[config.mk]
export PLATFORM = sky130hd
export DESIGN_NAME = xsc_front
export DESIGN_NICKNAME = d
export VERILOG_FILES = /design/src/design/xsc_pkg.sv /design/src/design/xsc_front.sv
export SDC_FILE = /design/constraint.sdc
export NUM_CORES = 1
export LEC_CHECK = 0
export BUFFER_PORTS_ARGS = -buffer_cell sky130_fd_sc_hd__buf_4
export CAP_MARGIN = 30
export CORE_MARGIN = 2
export CORE_UTILIZATION = 50
export CTS_CLUSTER_DIAMETER = 100
export DETAILED_ROUTE_END_ITERATION = 10
export GPL_TIMING_DRIVEN = 1
export PLACE_DENSITY = 0.74
export SLEW_MARGIN = 20
export SYNTH_ARGS = -nofsm -noshare
export SYNTH_HDL_FRONTEND = slang
export SYNTH_SLANG_ARGS = --single-unit
[constraint.sdc]
create_clock -name i_clk -period 1.69 [get_ports i_clk]
set_input_delay 0.338 -clock i_clk [delete_from_list [all_inputs] [get_ports i_clk]]
set_output_delay 0.338 -clock i_clk [all_outputs]
set_load 0.005 [all_outputs]
[src/design/xsc_pkg.sv]
`timescale 1ns / 1ps
package xsc_pkg;

    localparam int DOUBLE_ROUNDS_DEF = 10;
    localparam int CFG_IDX_W = 4;

    localparam logic [CFG_IDX_W-1:0] CFG_KEY0   = 4'd0;
    localparam logic [CFG_IDX_W-1:0] CFG_KEY1   = 4'd1;
    localparam logic [CFG_IDX_W-1:0] CFG_KEY2   = 4'd2;
    localparam logic [CFG_IDX_W-1:0] CFG_KEY3   = 4'd3;
    localparam logic [CFG_IDX_W-1:0] CFG_NONCE0 = 4'd4;
    localparam logic [CFG_IDX_W-1:0] CFG_NONCE1 = 4'd5;
    localparam logic [CFG_IDX_W-1:0] CFG_NONCE2 = 4'd6;
    localparam logic [CFG_IDX_W-1:0] CFG_OFFSET = 4'd7;

    localparam logic [31:0] SIGMA0 = 32'h61707865;
    localparam logic [31:0] SIGMA1 = 32'h3320646e;
    localparam logic [31:0] SIGMA2 = 32'h79622d32;
    localparam logic [31:0] SIGMA3 = 32'h6b206574;

    typedef struct packed {
        logic [7:0] data_byte;
        logic       message_end;
    } t_in_item;

    typedef struct packed {
        logic [7:0] out_byte;
        logic       message_end_out;
    } t_out_item;

    // queued item, tagged by the front with the start of a message
    typedef struct packed {
        t_in_item item;
        logic     first;
    } t_q_item;

    typedef struct packed {
        logic [3:0][63:0] key;
        logic [2:0][63:0] nonce;
        logic [63:0]      offset;
    } t_cfg;

    typedef logic [15:0][31:0] t_words;
    typedef logic [7:0][31:0]  t_key;

    typedef enum logic [1:0] {
        BK_RUN,
        BK_SUBKEY,
        BK_BLOCK
    } t_bk_state;

    function automatic logic [31:0] rotl(logic [31:0] x, int s);
        rotl = (x << s) | (x >> (32 - s));
    endfunction

    function automatic t_words quarter(t_words w, int a, int b, int c, int d);
        t_words r;
        r = w;
        r[b] = r[b] ^ rotl(r[a] + r[d], 7);
        r[c] = r[c] ^ rotl(r[b] + r[a], 9);
        r[d] = r[d] ^ rotl(r[c] + r[b], 13);
        r[a] = r[a] ^ rotl(r[d] + r[c], 18);
        quarter = r;
    endfunction

    function automatic t_words salsa_round(t_words w, logic row);
        t_words r;
        r = w;
        if (row) begin
            r = quarter(r, 0, 1, 2, 3);
            r = quarter(r, 5, 6, 7, 4);
            r = quarter(r, 10, 11, 8, 9);
            r = quarter(r, 15, 12, 13, 14);
        end else begin
            r = quarter(r, 0, 4, 8, 12);
            r = quarter(r, 5, 9, 13, 1);
            r = quarter(r, 10, 14, 2, 6);
            r = quarter(r, 15, 3, 7, 11);
        end
        salsa_round = r;
    endfunction

    function automatic t_words load_core(t_key k, logic [63:0] lo, logic [63:0] hi);
        t_words w;
        w[0]  = SIGMA0;
        w[5]  = SIGMA1;
        w[10] = SIGMA2;
        w[15] = SIGMA3;
        for (int i = 0; i < 4; i++) begin
            w[1 + i]  = k[i];
            w[11 + i] = k[4 + i];
        end
        w[6] = lo[31:0];
        w[7] = lo[63:32];
        w[8] = hi[31:0];
        w[9] = hi[63:32];
        load_core = w;
    endfunction

endpackage

[src/design/xsc_front.sv]
`timescale 1ns / 1ps
module xsc_front (
    input  logic               i_clk,
    input  logic               i_rst_n,
    input  logic               i_in_valid,
    output logic               o_in_stall,
    input  xsc_pkg::t_in_item  i_in_data,
    output logic               o_head_valid,
    output xsc_pkg::t_q_item   o_head,
    input  logic               i_pop
);
    import xsc_pkg::*;

    t_q_item     r_q [2];
    logic        r_wp, r_rp;
    logic [1:0]  r_cnt;
    logic        r_in_msg;
    logic        push;

    assign o_in_stall   = (r_cnt == 2'd2);
    assign push         = i_in_valid && !o_in_stall;
    assign o_head_valid = (r_cnt != 2'd0);
    assign o_head       = r_q[r_rp];

    always_ff @(posedge i_clk) begin
        if (push) begin
            r_q[r_wp] <= '{item: i_in_data, first: !r_in_msg};
        end
    end

    always_ff @(posedge i_clk) begin
        if (!i_rst_n) begin
            r_wp     <= 1'b0;
            r_rp     <= 1'b0;
            r_cnt    <= 2'd0;
            r_in_msg <= 1'b0;
        end else begin
            if (push) begin
                r_wp     <= !r_wp;
                r_in_msg <= !i_in_data.message_end;
            end
            if (i_pop) begin
                r_rp <= !r_rp;
            end
            r_cnt <= r_cnt + {1'b0, push} - {1'b0, i_pop};
        end
    end

endmodule

==> metrics <==
outcome finished clean; CTS max path bufs 2; pwr/cell area 1190 nW/µm²; First DRT Iteration DRCs 6; CP arrival between 1500 and 2000 ps; pin count of the biggest net entering global routing 15; Root Buffer clkbuf_4; Max VDD drop slightly below 0.8 mV; IO buf count 24; count of final setup violators 0; Mapped Nets between 70 and 80; register area share after synthesis 0.729; Initial DRT Pass Iterations 4; max_slew headroom 0.676; n_diodes 0; Final Hold Viols 0; synthesized instance count 60; #FFs+latches synth 26; final core utilization 0.652; gpl congestion between 0.6 and 0.7; Max Freq 632 MHz; CTS tree built; Hold WC Path Type input pin to flip-flop; GRT Total Usage 0.137; skew final 5.89 ps; CP required 1890 ps; pre-CTS setup slack roughly 75 ps; vias in the first global route just under 600; Skew-Pair Late Insertion Delay around 300 ps; HPWL after DPL 1040 µm; core box area a little under 2000 µm²; crit path kind flip-flop to flip-flop; worst-margin pin slew 486 ps; Tcrit/Tclk final 0.936; highest routed layer met4; FP Rows 16; crit-path max FO 4; minimum clock period approximately 1600 ps; # DRC 0; dpl cell area around 1200 µm²; first-pass GRT wire length around 2400 µm; Filler cells ~160; initial antenna violation count 0; Setup Fix Bufs, Post-CTS 0; static leakage 0.502 nW; Met1 Routed Length ~560 µm; Layout area overhead 26.7%; layout cells sized above 1 0.506; H-tree depth 1; design area ~1300 µm²; Routed WL 1410 µm; Post-DRT Antenna Nets 0; die height just under 50 µm; CP startpoint kind flip-flop; YS warnings 0; unrepaired setup endpoints after global routing no; metal2 WL 747 µm; Syn Std Cell Area 988 µm²; setup TNS 0 ps; GRT overflow 0; Netlist cell types 17; clock slew seen by the registers of the worst setup and hold paths about 120 ps; DR WL/cell 12.1 µm; post-cts hold buffer count 0; I/O pins 25; die area 2350 µm²; chip width 48.5 µm; met3 WL around 95 µm; via count approximately 550; Net count, final ~110; cts bufs inserted 3; crit end category flip-flop; final worst slack about 110 ps; Sink Count 26; Max Cap Viol 0; max-slew violations 0; via-per-instance ratio between 4 and 5; syn avg cell area between 15 and 20 µm²; Initial Utilization 0.514
[cells in the final DEF (no fill, tap or decap)]
| cell | Yosys | layout |
|---|---|---|
| mux2_2 | 10 | 10 |
| dfxtp_2 | 0 | 2 |
| dfxtp_1 | 6 | 3 |
| mux2i_1 | 1 | 1 |
| edfxtp_1 | 20 | 20 |
| and2_1 | 4 | 4 |
| clkbuf_4 | 0 | 3 |
| ha_1 | 2 | 2 |
| xnor2_2 | 0 | 1 |
| and3_1 | 1 | 1 |
| nand2b_1 | 2 | 2 |
| o21ai_0 | 1 | 1 |
| dfxtp_4 | 0 | 1 |
| nor2_1 | 1 | 1 |
| xnor2_1 | 2 | 1 |
| inv_1 | 3 | 3 |
| clkbuf_1 | 0 | 1 |
| or2_2 | 1 | 1 |
| xor2_1 | 1 | 1 |
| nand2_1 | 3 | 2 |
| nand2_2 | 0 | 1 |
| a21oi_1 | 1 | 1 |
| buf_4 | 1 | 26 |
[flip-flops by register name (all words and copies together) (netlist names), named ones only]
register  cells
r_cnt         2
r_in_msg      1
r_q          20
r_rp          1
r_wp          1
[logic make-up (layout without fill, tap and decap cells)]
family          Yosys count  after routing  share of synthesized area
flops                    26             26                      0.729
simple gates             12             12                     0.0658
mux                      11             11                      0.124
buf+inv                   4             33                     0.0190
xor+xnor                  3              3                     0.0266
fa+ha+maj                 2              2                     0.0253
compound gates            2              2                     0.0101
[layout make-up]
class / count / area [µm²] / area share
inverters: 3 / 11.3 / 0.00899
multi-input cells: 30 / 259 / 0.207
clock buffers: 4 / 26.3 / 0.0210
repair buffers: 26 / 195 / 0.156
well taps: 27 / 33.8 / 0.0270
flip-flops and latches: 26 / 727 / 0.580
[metrics by stage]
step | hold WS (ps) | power, mW | cells
after floorplan | 437 | 1.05 | 60
after global placement | 465 | 1.22 | 112
after detailed placement | 472 | 1.24 | 112
after CTS | 199 | 1.48 | 116
after global routing | 185 | 1.57 | 116
final | 208 | 1.49 | 116
[per-layer routing]
layer	up-vias	global-route usage
li1	271	-
met1	256	0.147
met2	16	0.252
met3	2	0.0401
met4	0	0.0524
met5	-	0
[power by group]
| part | total [mW] | internal (mW) | switching, mW | leakage (nW) |
|---|---|---|---|---|
| clock network | 0.249 | 0.0919 | 0.157 | 0.0150 |
| registers | 0.856 | 0.809 | 0.0470 | 0.236 |
| logic | 0.381 | 0.229 | 0.152 | 0.251 |
[critical path: stages (launching register included)]
cell,delay (ps)
dfxtp_2,350
nand2b_1,140
nand2_2,90
ha_1,270
inv_1,30
ha_1,190
xnor2_2,140
xnor2_1,120
and2_1,150
[synthesized netlist by cell type]
library cell	n	share of area
a21oi_1	1	0.0051
and2_1	4	0.025
and3_1	1	0.0063
buf_4	1	0.0076
dfxtp_1	6	0.12
edfxtp_1	20	0.61
ha_1	2	0.025
inv_1	3	0.011
mux2_2	10	0.11
mux2i_1	1	0.010
nand2_1	3	0.011
nand2b_1	2	0.013
nor2_1	1	0.0038
o21ai_0	1	0.0051
or2_2	1	0.0063
xnor2_1	2	0.018
xor2_1	1	0.0089
[what timing repair did]
action,CTS,global route
pin swaps,0,0
endpoints found under the setup margin,10,9
hold endpoints to repair,0,0
gates resized for setup,1,5
[final timing paths]
kind                     start         to  slack (ps)  depth (start not counted)
hold reg to reg       r_in_msg   r_in_msg         490                          2
hold / removal    i_in_data[4]  r_q[0][5]         210                          1
setup reg to reg      r_cnt[0]   r_cnt[1]         110                          8
setup / recovery      r_cnt[0]   r_cnt[1]         110                          8
No activity file was read; power rests on OpenSTA's default activity.
